File: src/rtl/amdfs_pkg.sv
`timescale 1ns / 1ps

package amdfs_pkg;

  localparam int NODES_DEF = 64;
  localparam int NODE_W    = 6;
  localparam int CNT_W     = 7;
  localparam int REQ_W     = 2;
  localparam int WEIGHT_W  = 32;
  localparam logic [CNT_W-1:0] CNT_RESET = 7'd64;

  typedef enum logic [REQ_W-1:0] {
    REQ_EDGE  = 2'd0,
    REQ_WALK  = 2'd1,
    REQ_CLEAR = 2'd2
  } req_kind_t;

  typedef enum logic [2:0] {
    ST_IDLE,
    ST_EDGE_RD,
    ST_EDGE_WR,
    ST_WALK_RD,
    ST_WALK_EVAL,
    ST_POP_RD,
    ST_POP_LD,
    ST_FLUSH
  } state_t;

  // Control for the adjacency row store.
  typedef struct packed {
    logic rd;
    logic wr;
    logic clr;
  } adj_ctl_t;

endpackage

File: src/rtl/amdfs_req_if.sv
`timescale 1ns / 1ps

interface amdfs_req_if;
  logic                                valid;
  logic                                ready;
  logic [amdfs_pkg::REQ_W-1:0]         req_type;
  logic [amdfs_pkg::NODE_W-1:0]        src_node;
  logic [amdfs_pkg::NODE_W-1:0]        dst_node;
  logic signed [amdfs_pkg::WEIGHT_W-1:0] weight;
  logic [amdfs_pkg::NODE_W-1:0]        start_node;

  modport source (
    output valid, req_type, src_node, dst_node, weight, start_node,
    input  ready
  );
  modport sink (
    input  valid, req_type, src_node, dst_node, weight, start_node,
    output ready
  );
endinterface

File: src/rtl/amdfs_res_if.sv
`timescale 1ns / 1ps

interface amdfs_res_if;
  logic                         valid;
  logic                         ready;
  logic [amdfs_pkg::NODE_W-1:0] visited_node;
  logic                         last_in_run;
  logic                         bad_request;

  modport source (
    output valid, visited_node, last_in_run, bad_request,
    input  ready
  );
  modport sink (
    input  valid, visited_node, last_in_run, bad_request,
    output ready
  );
endinterface

File: src/rtl/amdfs_adj_store.sv
`timescale 1ns / 1ps

// Adjacency rows in a single-port memory with a registered read.
// A valid bit per row makes reset and clear take effect at once;
// a row that was never written since reads as all zero.
module amdfs_adj_store #(
  parameter int NODES = amdfs_pkg::NODES_DEF
) (
  input  logic                     clk,
  input  logic                     rst,
  input  amdfs_pkg::adj_ctl_t      ctl,
  input  logic [$clog2(NODES)-1:0] addr,
  input  logic [NODES-1:0]         wdata,
  output logic [NODES-1:0]         rdata
);

  logic [NODES-1:0] mem [NODES];
  logic [NODES-1:0] row_vld;
  logic [NODES-1:0] rd_q;
  logic             rd_vld_q;

  always_ff @(posedge clk) begin
    if (ctl.wr) begin
      mem[addr] <= wdata;
    end
    if (ctl.rd) begin
      rd_q <= mem[addr];
    end
  end

  always_ff @(posedge clk) begin
    if (rst) begin
      row_vld  <= '0;
      rd_vld_q <= 1'b0;
    end else begin
      if (ctl.clr) begin
        row_vld <= '0;
      end else if (ctl.wr) begin
        row_vld[addr] <= 1'b1;
      end
      if (ctl.rd) begin
        rd_vld_q <= row_vld[addr];
      end
    end
  end

  assign rdata = rd_vld_q ? rd_q : '0;

endmodule

File: src/rtl/adjacency_matrix_dfs_order_core.sv
`timescale 1ns / 1ps

// Depth-first walk over a directed adjacency bit matrix of up to NODES
// vertices. Requests on req: add/remove edge (a read-modify-write of one
// row), clear and walk. A walk emits the vertices reachable from
// start_node in preorder, lowest neighbor first, and flags the final one
// with last_in_run; a start at or beyond node_count gives a single result
// with bad_request set. One request is in work at a time and req is not
// ready meanwhile. Each step of a walk reads one row from the single-port
// row memory and runs a find-first-set over it; a backtrack also reads
// the stack memory. A held result on res stalls the walk only when the
// next vertex is found or when the final result is due.
// node_count is written through cfg_we/cfg_wdata; the user must do so only
// while no request is open, as the block does not enforce it.
module adjacency_matrix_dfs_order_core #(
  parameter int NODES = amdfs_pkg::NODES_DEF
) (
  input  logic                        clk,
  input  logic                        rst,
  input  logic                        cfg_we,
  input  logic [amdfs_pkg::CNT_W-1:0] cfg_wdata,
  amdfs_req_if.sink                   req,
  amdfs_res_if.source                 res
);

  localparam int NW = $clog2(NODES);
  localparam int DW = $clog2(NODES + 1);

  amdfs_pkg::state_t   state, state_next;
  amdfs_pkg::adj_ctl_t adj_ctl;

  logic [amdfs_pkg::CNT_W-1:0] node_count;
  logic [amdfs_pkg::CNT_W-1:0] eff_cnt;
  logic [NODES-1:0]            cnt_mask;
  logic [NODES-1:0]            visited;
  logic [DW-1:0]               depth;
  logic [DW-1:0]               depth_dec;
  logic [NW-1:0]               top;
  logic [NW-1:0]               pend;
  logic                        pend_bad;
  logic [NW-1:0]               e_src;
  logic [NW-1:0]               e_dst;
  logic                        e_set;

  logic [NW-1:0]    stack [NODES];
  logic [NW-1:0]    stack_q;
  logic             stk_we;
  logic [NW-1:0]    stk_waddr;
  logic [NW-1:0]    stk_wdata;
  logic             stk_re;

  logic [NW-1:0]    adj_addr;
  logic [NODES-1:0] adj_wdata;
  logic [NODES-1:0] adj_rdata;
  logic [NODES-1:0] cand;
  logic [NW-1:0]    nx;
  logic             has_cand;

  logic                         out_valid;
  logic [amdfs_pkg::NODE_W-1:0] out_node;
  logic                         out_last;
  logic                         out_bad;

  logic acc;
  logic start_ok;
  logic slot_free;
  logic push;
  logic pop;
  logic flush;

  amdfs_adj_store #(
    .NODES(NODES)
  ) u_adj_store (
    .clk   (clk),
    .rst   (rst),
    .ctl   (adj_ctl),
    .addr  (adj_addr),
    .wdata (adj_wdata),
    .rdata (adj_rdata)
  );

  assign eff_cnt = (node_count > amdfs_pkg::CNT_W'(NODES)) ?
                   amdfs_pkg::CNT_W'(NODES) : node_count;

  always_comb begin
    for (int j = 0; j < NODES; j++) begin
      cnt_mask[j] = (amdfs_pkg::CNT_W'(j) < eff_cnt);
    end
  end

  // Unvisited neighbors of the current top, lowest index wins.
  assign cand     = adj_rdata & ~visited & cnt_mask;
  assign has_cand = |cand;

  always_comb begin
    nx = '0;
    for (int i = NODES - 1; i >= 0; i--) begin
      if (cand[i]) begin
        nx = NW'(i);
      end
    end
  end

  assign depth_dec = depth - DW'(1);
  assign acc       = req.valid && req.ready;
  assign start_ok  = ({1'b0, req.start_node} < eff_cnt);
  assign slot_free = !out_valid || res.ready;
  assign req.ready = (state == amdfs_pkg::ST_IDLE);

  always_ff @(posedge clk) begin
    if (rst) begin
      state <= amdfs_pkg::ST_IDLE;
    end else begin
      state <= state_next;
    end
  end

  always_comb begin
    state_next = state;
    adj_ctl    = '0;
    adj_addr   = top;
    adj_wdata  = adj_rdata;
    stk_we     = 1'b0;
    stk_waddr  = depth[NW-1:0];
    stk_wdata  = nx;
    stk_re     = 1'b0;
    push       = 1'b0;
    pop        = 1'b0;
    flush      = 1'b0;
    case (state)
      amdfs_pkg::ST_IDLE: begin
        if (acc) begin
          case (amdfs_pkg::req_kind_t'(req.req_type))
            amdfs_pkg::REQ_EDGE: begin
              if ({1'b0, req.src_node} < eff_cnt && {1'b0, req.dst_node} < eff_cnt) begin
                state_next = amdfs_pkg::ST_EDGE_RD;
              end
            end
            amdfs_pkg::REQ_WALK: begin
              if (start_ok) begin
                stk_we     = 1'b1;
                stk_waddr  = '0;
                stk_wdata  = req.start_node[NW-1:0];
                state_next = amdfs_pkg::ST_WALK_RD;
              end else begin
                state_next = amdfs_pkg::ST_FLUSH;
              end
            end
            amdfs_pkg::REQ_CLEAR: begin
              adj_ctl.clr = 1'b1;
            end
            default: begin
            end
          endcase
        end
      end
      amdfs_pkg::ST_EDGE_RD: begin
        adj_ctl.rd = 1'b1;
        adj_addr   = e_src;
        state_next = amdfs_pkg::ST_EDGE_WR;
      end
      amdfs_pkg::ST_EDGE_WR: begin
        adj_ctl.wr = 1'b1;
        adj_addr   = e_src;
        adj_wdata  = e_set ? (adj_rdata | (NODES'(1) << e_dst)) :
                             (adj_rdata & ~(NODES'(1) << e_dst));
        state_next = amdfs_pkg::ST_IDLE;
      end
      amdfs_pkg::ST_WALK_RD: begin
        adj_ctl.rd = 1'b1;
        state_next = amdfs_pkg::ST_WALK_EVAL;
      end
      amdfs_pkg::ST_WALK_EVAL: begin
        if (has_cand) begin
          // Hold here until the output register can take the pending vertex.
          if (slot_free) begin
            push       = 1'b1;
            stk_we     = 1'b1;
            state_next = amdfs_pkg::ST_WALK_RD;
          end
        end else begin
          pop = 1'b1;
          if (depth == DW'(1)) begin
            state_next = amdfs_pkg::ST_FLUSH;
          end else begin
            state_next = amdfs_pkg::ST_POP_RD;
          end
        end
      end
      amdfs_pkg::ST_POP_RD: begin
        stk_re     = 1'b1;
        state_next = amdfs_pkg::ST_POP_LD;
      end
      amdfs_pkg::ST_POP_LD: begin
        adj_ctl.rd = 1'b1;
        adj_addr   = stack_q;
        state_next = amdfs_pkg::ST_WALK_EVAL;
      end
      amdfs_pkg::ST_FLUSH: begin
        if (slot_free) begin
          flush      = 1'b1;
          state_next = amdfs_pkg::ST_IDLE;
        end
      end
      default: begin
        state_next = amdfs_pkg::ST_IDLE;
      end
    endcase
  end

  // Walk stack memory.
  always_ff @(posedge clk) begin
    if (stk_we) begin
      stack[stk_waddr] <= stk_wdata;
    end
    if (stk_re) begin
      stack_q <= stack[depth_dec[NW-1:0]];
    end
  end

  always_ff @(posedge clk) begin
    if (rst) begin
      node_count <= amdfs_pkg::CNT_RESET;
      visited    <= '0;
      depth      <= '0;
      out_valid  <= 1'b0;
    end else begin
      if (cfg_we) begin
        node_count <= cfg_wdata;
      end
      if (acc && req.req_type == amdfs_pkg::REQ_WALK) begin
        visited <= start_ok ? (NODES'(1) << req.start_node[NW-1:0]) : '0;
        depth   <= start_ok ? DW'(1) : '0;
      end
      if (push) begin
        visited[nx] <= 1'b1;
        depth       <= depth + DW'(1);
      end
      if (pop) begin
        depth <= depth_dec;
      end
      if (push || flush) begin
        out_valid <= 1'b1;
      end else if (res.ready) begin
        out_valid <= 1'b0;
      end
    end
  end

  // The newest vertex waits in pend until the walk shows whether it is last.
  always_ff @(posedge clk) begin
    if (acc) begin
      e_src <= req.src_node[NW-1:0];
      e_dst <= req.dst_node[NW-1:0];
      e_set <= (req.weight != '0);
      if (req.req_type == amdfs_pkg::REQ_WALK) begin
        top      <= req.start_node[NW-1:0];
        pend     <= start_ok ? req.start_node[NW-1:0] : '0;
        pend_bad <= !start_ok;
      end
    end
    if (push) begin
      out_node <= amdfs_pkg::NODE_W'(pend);
      out_last <= 1'b0;
      out_bad  <= 1'b0;
      pend     <= nx;
      top      <= nx;
    end
    if (state == amdfs_pkg::ST_POP_LD) begin
      top <= stack_q;
    end
    if (flush) begin
      out_node <= amdfs_pkg::NODE_W'(pend);
      out_last <= 1'b1;
      out_bad  <= pend_bad;
    end
  end

  assign res.valid        = out_valid;
  assign res.visited_node = out_node;
  assign res.last_in_run  = out_last;
  assign res.bad_request  = out_bad;

endmodule

File: src/flat_wrapper.sv
// flat-port wrapper written by rule: the top's interface ports become plain ports
module adjacency_matrix_dfs_order_core_flat 
#(
  parameter int NODES = amdfs_pkg::NODES_DEF
)
  (clk, rst, cfg_we, cfg_wdata, req_valid, req_req_type, req_src_node, req_dst_node, req_weight, req_start_node, req_ready, res_valid, res_visited_node, res_last_in_run, res_bad_request, res_ready);
  amdfs_req_if req_i ();
  amdfs_res_if res_i ();
  input  logic clk;
  input  logic rst;
  input  logic cfg_we;
  input  logic [amdfs_pkg::CNT_W-1:0] cfg_wdata;
  input wire logic [$bits(req_i.valid)-1:0] req_valid;
  input wire logic [$bits(req_i.req_type)-1:0] req_req_type;
  input wire logic [$bits(req_i.src_node)-1:0] req_src_node;
  input wire logic [$bits(req_i.dst_node)-1:0] req_dst_node;
  input wire logic [$bits(req_i.weight)-1:0] req_weight;
  input wire logic [$bits(req_i.start_node)-1:0] req_start_node;
  output wire logic [$bits(req_i.ready)-1:0] req_ready;
  output wire logic [$bits(res_i.valid)-1:0] res_valid;
  output wire logic [$bits(res_i.visited_node)-1:0] res_visited_node;
  output wire logic [$bits(res_i.last_in_run)-1:0] res_last_in_run;
  output wire logic [$bits(res_i.bad_request)-1:0] res_bad_request;
  input wire logic [$bits(res_i.ready)-1:0] res_ready;
  assign req_i.valid = req_valid;
  assign req_i.req_type = req_req_type;
  assign req_i.src_node = req_src_node;
  assign req_i.dst_node = req_dst_node;
  assign req_i.weight = req_weight;
  assign req_i.start_node = req_start_node;
  assign req_ready = req_i.ready;
  assign res_valid = res_i.valid;
  assign res_visited_node = res_i.visited_node;
  assign res_last_in_run = res_i.last_in_run;
  assign res_bad_request = res_i.bad_request;
  assign res_i.ready = res_ready;
  adjacency_matrix_dfs_order_core #(.NODES(NODES)) u_core (.clk(clk), .rst(rst), .cfg_we(cfg_we), .cfg_wdata(cfg_wdata), .req(req_i), .res(res_i));
endmodule
File: config.mk
export PLATFORM = sky130hd
export DESIGN_NAME = adjacency_matrix_dfs_order_core_flat
export DESIGN_NICKNAME = d
export VERILOG_FILES = /design/src/rtl/amdfs_pkg.sv /design/src/rtl/amdfs_req_if.sv /design/src/rtl/amdfs_res_if.sv /design/src/rtl/amdfs_adj_store.sv /design/src/rtl/adjacency_matrix_dfs_order_core.sv /design/src/flat_wrapper.sv
export SDC_FILE = /design/constraint.sdc
export NUM_CORES = 2
export LEC_CHECK = 0
export BUFFER_PORTS_ARGS = -buffer_cell sky130_fd_sc_hd__buf_2
export CAP_MARGIN = 0
export CORE_MARGIN = 2
export CORE_UTILIZATION = 51
export CTS_CLUSTER_DIAMETER = 60
export DETAILED_ROUTE_END_ITERATION = 7
export PLACE_DENSITY_LB_ADDON = 0.15
export SYNTH_ARGS = -nofsm -noshare
export SYNTH_HDL_FRONTEND = slang
export SYNTH_MEMORY_MAX_BITS = 65536
export SYNTH_SLANG_ARGS = --single-unit
File: constraint.sdc
create_clock -name clk -period 9.15 [get_ports clk]
set_clock_uncertainty 0.15 [all_clocks]
set_input_delay 0.915 -clock clk [delete_from_list [all_inputs] [get_ports clk]]
set_output_delay 0.915 -clock clk [all_outputs]
set_load 0.02 [all_outputs]
* Word-level counts from Yosys, hierarchy flattened
Memory sizes are Yosys's and may differ from the RTL's. A register that Yosys moved wholly into a read port is not among the register bits.
Index checks and enable logic that the tools add are counted.
** Storage, ports and cells
- Bits of input ports :: 64
- RAM bits :: 4480
- Memories :: 2
- Flip-flop bits (word level) :: 181
- Logic and storage cells :: 279
- Output and inout bits :: 10
** Operators by class
- Reduce and logical (&&, ||, !) cells :: 28
- Equality and inequality tests :: 15
- Shifts and indexed selects :: 2
- Bitwise operators :: 8
- $add $sub $neg :: 2
- Mux-type cells :: 134
- $lt $le $gt $ge :: 72
** Memories
- u_core.u_adj_store.mem :: words 64, bits a word 64, read ports 1, clocked after Yosys merged registers in 1, wr ports 1, line amdfs_adj_store.sv:17 : logic [NODES-1:0] mem [NODES];
- u_core.stack :: words 64, bits a word 6, read ports 1, clocked after Yosys merged registers in 1, wr ports 1, line adjacency_matrix_dfs_order_core.sv:45 : logic [NW-1:0] stack [NODES];
** Operator list (number)
- 2-to-1 mux 6 bit :: 82
- 2-to-1 mux 64 bit :: 7
- less-than comparator 6 x 7 -> 1 bit (first input constant) :: 32
- bitwise AND 64 bit :: 3
- bitwise OR 64 bit :: 3
- inverter 64 bit :: 2
- << shifter 1 x 6 -> 64 bit (first input constant) :: 2
- less-than comparator 5 x 7 -> 1 bit (first input constant) :: 16
- OR reduction 64 bit :: 1
- less-than comparator 4 x 7 -> 1 bit (first input constant) :: 8
- nonzero test 32 bit :: 1
- less-than comparator 3 x 7 -> 1 bit (first input constant) :: 4
- 2-to-1 mux 7 bit :: 4
- 2-to-1 mux 1 bit :: 27
- less-than comparator 6 x 7 -> 1 bit :: 3
- case mux 3 bit (7 select lines) :: 1
- 2-to-1 mux 3 bit :: 6
- less-than comparator 1 x 7 -> 1 bit (first input constant) :: 2
- less-than comparator 2 x 7 -> 1 bit (first input constant) :: 2
- less-than comparator 6 x 7 -> 1 bit (second input constant) :: 2
- demux 1 bit (select 6 bit) :: 2
- == test 3 bit (second input constant) :: 4
- greater-or-equal comparator 6 x 1 -> 1 bit (second input constant) :: 2
- case mux 6 bit (2 select lines) :: 1
- other kinds (26) :: 44

* Depth between registers and ports, before layout
- Depth in word-level cells :: 74
- Depth in mapped cells :: 16
- Gate-level depth less buffers :: 12

* By module
A second synthesis with hierarchy kept.
** Unflattened totals
- Cells, all modules :: 10366
- Area total of the unflattened synthesis :: 185908.3 µm²
** By module, submodules not included
- amdfs_adj_store :: area an instance 161122.0 µm², seq. area each 126221.1 µm², instances 1, cells an instance 8458
- adjacency_matrix_dfs_order_core :: area an instance 24786.3 µm², seq. area each 14363.8 µm², instances 1, cells an instance 1908

* Worst setup path after synthesis
No wires, ideal clock.
- Path kind :: reg2reg
- From :: register u_core.state[1]
- To :: memory u_core.u_adj_store.mem[17][0] in the netlist's numbering (enable)
- Clock period less this slack :: 6.353 ns
- Stages on the path, launching flop included :: 13
- Data required time :: 8.512 ns
- Setup time :: 0.488 ns
- Path buffers :: 6
- Slack :: 2.797 ns
- Arrival :: 5.715 ns
- Cell sequence :: dfxtp_1 buf_2 xor2_1 mux2_2 or2_2 clkbuf_1 nor3_1 buf_2 buf_2 buf_2 buf_2 nand2_1 nor2_1
** On the way
- Cells in the longest elaborated chain, start to end :: 4
- Elaborated cells on any way between the ends :: 8
- Classes of those cells :: 3 x eq/ne; 4 x mux; 1 x reduce/logical
** Ends and longest elaborated chain
- start, declared :: line adjacency_matrix_dfs_order_core.sv:29 : amdfs_pkg::state_t state, state_next;
- start signal, assigned :: line adjacency_matrix_dfs_order_core.sv:112 : state <= amdfs_pkg::ST_IDLE;
- start signal, assigned :: line adjacency_matrix_dfs_order_core.sv:114 : state <= state_next;
- == test 3 x 2 -> 1 bit :: line adjacency_matrix_dfs_order_core.sv:130 : case (state)
- 2-to-1 mux 1 bit :: line adjacency_matrix_dfs_order_core.sv:130
- 2-to-1 mux 1 bit :: line amdfs_adj_store.sv:23 : if (ctl.wr) begin
- 2-to-1 mux 1 bit (implied by the code) :: line amdfs_adj_store.sv:24 : mem[addr] <= wdata;
- end, declared :: line amdfs_adj_store.sv:17
Parallel ways exist; a longest one is shown, timed or not.

* Final worst setup path
- From :: register u_core.state[0]
- To :: register u_core.u_adj_store.rd_q[22], read port of u_core.u_adj_store.mem (data pin)
** On the way
- Cells in the longest elaborated chain, start to end :: 3
- Elaborated cells on any way between the ends :: 8
- Classes of those cells :: 4 x eq/ne; 2 x mux; 2 x reduce/logical
** Ends and longest elaborated chain
- == test 3 x 2 -> 1 bit (tied with other cells) :: line adjacency_matrix_dfs_order_core.sv:130
- OR reduction 2 bit (no source line) or OR reduction 3 bit (tied branches)
- case mux 6 bit (2 select lines) or 2-to-1 mux 1 bit (tied branches) :: line adjacency_matrix_dfs_order_core.sv:130
- end, declared :: line amdfs_adj_store.sv:19 : logic [NODES-1:0] rd_q;
Parallel ways exist; a longest one is shown, timed or not.
A chain may end at the register's enable or synchronous reset.

==> out/metrics.cfg <==
[outcome]
status = complete, no violations

[die]
pin_count = 74
dieArea_um2 = 348100
initial_utilization_pct = 51.15
die_w_um = 590.0
core_area_um2 = 342400
die_h_um = 590.0
fp-row-count = 215

[yosys]
ys_top_cells_by_area = edfxtp_1 (79%), a22oi_1 (8.6%), a41oi_1 (1.9%)
avgSynthCellArea_um2 = 18.07
yosys.area.top_type = edfxtp_1
yosys_most_used_dff = edfxtp_1
synthArstFlopShare_pct = 0
syn_nets = 9776
ys_warn_count = 0
syn_area_um2 = 175200
synth-seq-cells = 4731
yosysSeqAreaShare_pct = 80.26
synth_top_area_share_pct = 78.57
synth-edff-count = 4583
synth_cells = 9694
synth.distinct_cells = 86

[sta]
setup_violations = 0
hold_violations = 0
rsz0062_at_grt = no
holdWs_ns = 0.05965
max_freq_mhz = 155.7
final_max_slew_viol_count = 0
fin_ws_ns = 2.729
finalSetupTns_ns = 0
layout_min_cycle_time_ns = 6.421
relSlewSlack_pct = 1.233
finalCritPeriodShare_pct = 70.18
tightestPinTransition_ns = 1.482

[finish]
fillCellCount = 25350
nets = 9994
utilization_pct = 57.75
design_area_um2 = 197800
most-common-layout-cells = edfxtp_1 (4583), a22oi_1 (2013), clkbuf_16 (468)
drive_gt1_share_pct = 13.23
final_common_cell = edfxtp_1
area_growth_pct = 12.91
final_cells = 14870

[drt]
met3_length_mm = 73.84
viasPerCell = 7.077
drtAntennaViolNets = 0
firstDrtPassIters = 6
maxUsedRoutingLayer = met5
wirelength_mm = 580.8
wl_met2_mm = 262.7
routedWlPerCell_um = 39.05
vias = 105200
first_iter_violations = 17300
drc = 0
m1WireLength_mm = 220.8

[placed_design]
dp_hpwl_mm = 312.4
place_area_um2 = 183000
place_inst = 14000
place_ws_ns = 2.618
io_buffers = 73
gp_congestion = 0.9347

[global_routing]
grt.overflow.total = 0
antenna_found_initial = 40
grt_use_total_pct = 32.68
grt_pass1_wl_mm = 797.5
grt_max_degree = 111
grt_pass1_vias = 99210

[setup_path]
crit_required_ns = 9.58
path_cells = xnor2_1, nor2_1, a22o_1, a21o_4, or3_4, buf_4, a41oi_1, or4_1, nor3_1, o21ai_1
cpPeakStageDelay_ns = 0.85
reg2reg_to = u_core.u_adj_store.rd_q[22]$_DFFE_PP_
cp_max_fo = 46
crit_buf_inv = 1
crit_family = simple AND/OR/NAND/NOR gates
crit_slowest_cell = or3_4
r2r_start = u_core.state[0]$_SDFFE_PP0P_
critical_path_arrival_ns = 6.85
reg2reg_slack_ns = 2.73
end_kind = register
critical_path_class = reg -> reg
r2r_cells = 10
start_kind = register

[power]
power_density_nw_per_um2 = 262.8
power_leakage_nw = 59.82
vdd.ir_drop.worst_mv = 0.3641
finalPower_mw = 51.98

[hold_path]
min-delay-start = cfg_wdata[0]
hold_path_end = u_core.node_count[0]$_SDFFE_PP0P_
min_path_cells = 3
hold_path.class = in -> reg

[clocking]
root_buffer = clkbuf_16
clk_pin_slew_ns = 0.06
postCtsSetupBuffers = 0
clkLatencyLatePin_ns = 1.02
clock_tree.buffer_depth = 4
cts_buffers = 464
clock-sinks = 4731
h-tree-depth = 5
postCtsHoldBufs = 6
cts_tree = done
cts.repair.resized = 0

[run]
cap_violations = 0

==> power breakdown <==
part | internal [mW] | leakage [nW] | switching, mW
clock | 10.4 | 7.13 | 8.10
sequential | 24.9 | 43.6 | 0.379
combinational | 1.96 | 9.04 | 6.17
total | 37.3 | 59.8 | 14.6
==> cell usage after synthesis, types with 102 or more instances <==
| master | instances |
|---|---|
| edfxtp_1 | 4583 |
| a22oi_1 | 2013 |
| o21ai_0 | 160 |
| buf_2 | 151 |
| a21oi_1 | 131 |
| mux4_2 | 126 |
| nand3_1 | 104 |
| dfxtp_1 | 148 |
| buf_1 | 124 |
| nand2_1 | 198 |
| nand4_1 | 102 |
| a41oi_1 | 386 |
| clkbuf_1 | 371 |
| nor2_1 | 239 |
==> worst max path at each step <==
stage                                              endpoint                    startpoint  cells past startpoint  slack [ns]
finish                u_core.u_adj_store.rd_q[22]$_DFFE_PP_  u_core.state[0]$_SDFFE_PP0P_                     10        2.73
global route          u_core.u_adj_store.rd_q[22]$_DFFE_PP_  u_core.state[0]$_SDFFE_PP0P_                     10        2.71
floorplan           u_core.u_adj_store.mem[17][0]$_DFFE_PP_  u_core.state[1]$_SDFFE_PP0P_                     12        2.80
CTS                   u_core.u_adj_store.rd_q[22]$_DFFE_PP_  u_core.state[0]$_SDFFE_PP0P_                     10        2.62
detailed placement    u_core.u_adj_store.rd_q[22]$_DFFE_PP_  u_core.state[0]$_SDFFE_PP0P_                     10        2.62
global placement      u_core.u_adj_store.rd_q[32]$_DFFE_PP_  u_core.state[0]$_SDFFE_PP0P_                     12        2.26
==> cells by family after synthesis <==
kind of cell | count (synthesis) | synth area share, %
and+or+nand+nor | 984 | 2.899
muxes | 137 | 1.684
adders and majority gates | 18 | 0.1286
DFF | 4731 | 80.26
buffers and inverters | 672 | 1.574
xor gates and xnor gates | 7 | 0.03500
AOI/OAI and AO/OA | 3145 | 13.42
==> cell type report <==
class                   instances  area [µm²]  area share [%]
flip-flops and latches       4731      140600           71.09
multi-input cells            4291       33300           16.84
clock buffers                 614       12400           6.270
well taps                    4557        5702           2.883
repair buffers                406        3410           1.724
clock inverters               238        2261           1.143
inverters                      18       72.57         0.03669
diodes                         16       40.04         0.02024
==> worst min-delay path: stages <==
cell,delay [ns]
buf_2,0.08
mux2i_1,0.06
nor2_1,0.08
==> state kept, by name (all words and copies together) (netlist names) <==
signal and flops:
u_core.u_adj_store.mem 4096, u_core.stack 384, u_core.u_adj_store.rd_q 64, u_core.u_adj_store.row_vld 64, u_core.visited 64, u_core.depth 7, u_core.node_count 7, u_core.e_dst 6
u_core.e_src 6, u_core.pend 6, u_core.res.visited_node 6, u_core.stack_q 6, u_core.top 6, u_core.state 3, u_core.e_set 1, u_core.pend_bad 1
u_core.res.bad_request 1, u_core.res.last_in_run 1, u_core.res.valid 1, u_core.u_adj_store.rd_vld_q 1
==> routing by layer <==
metal,global-route usage (%),vias to the layer above
li1,-,41610
met2,49.54,7627
met5,0,-
met3,8.450,1149
met4,11.94,36
met1,45.96,54810
(Power assumes the default switching activity.)
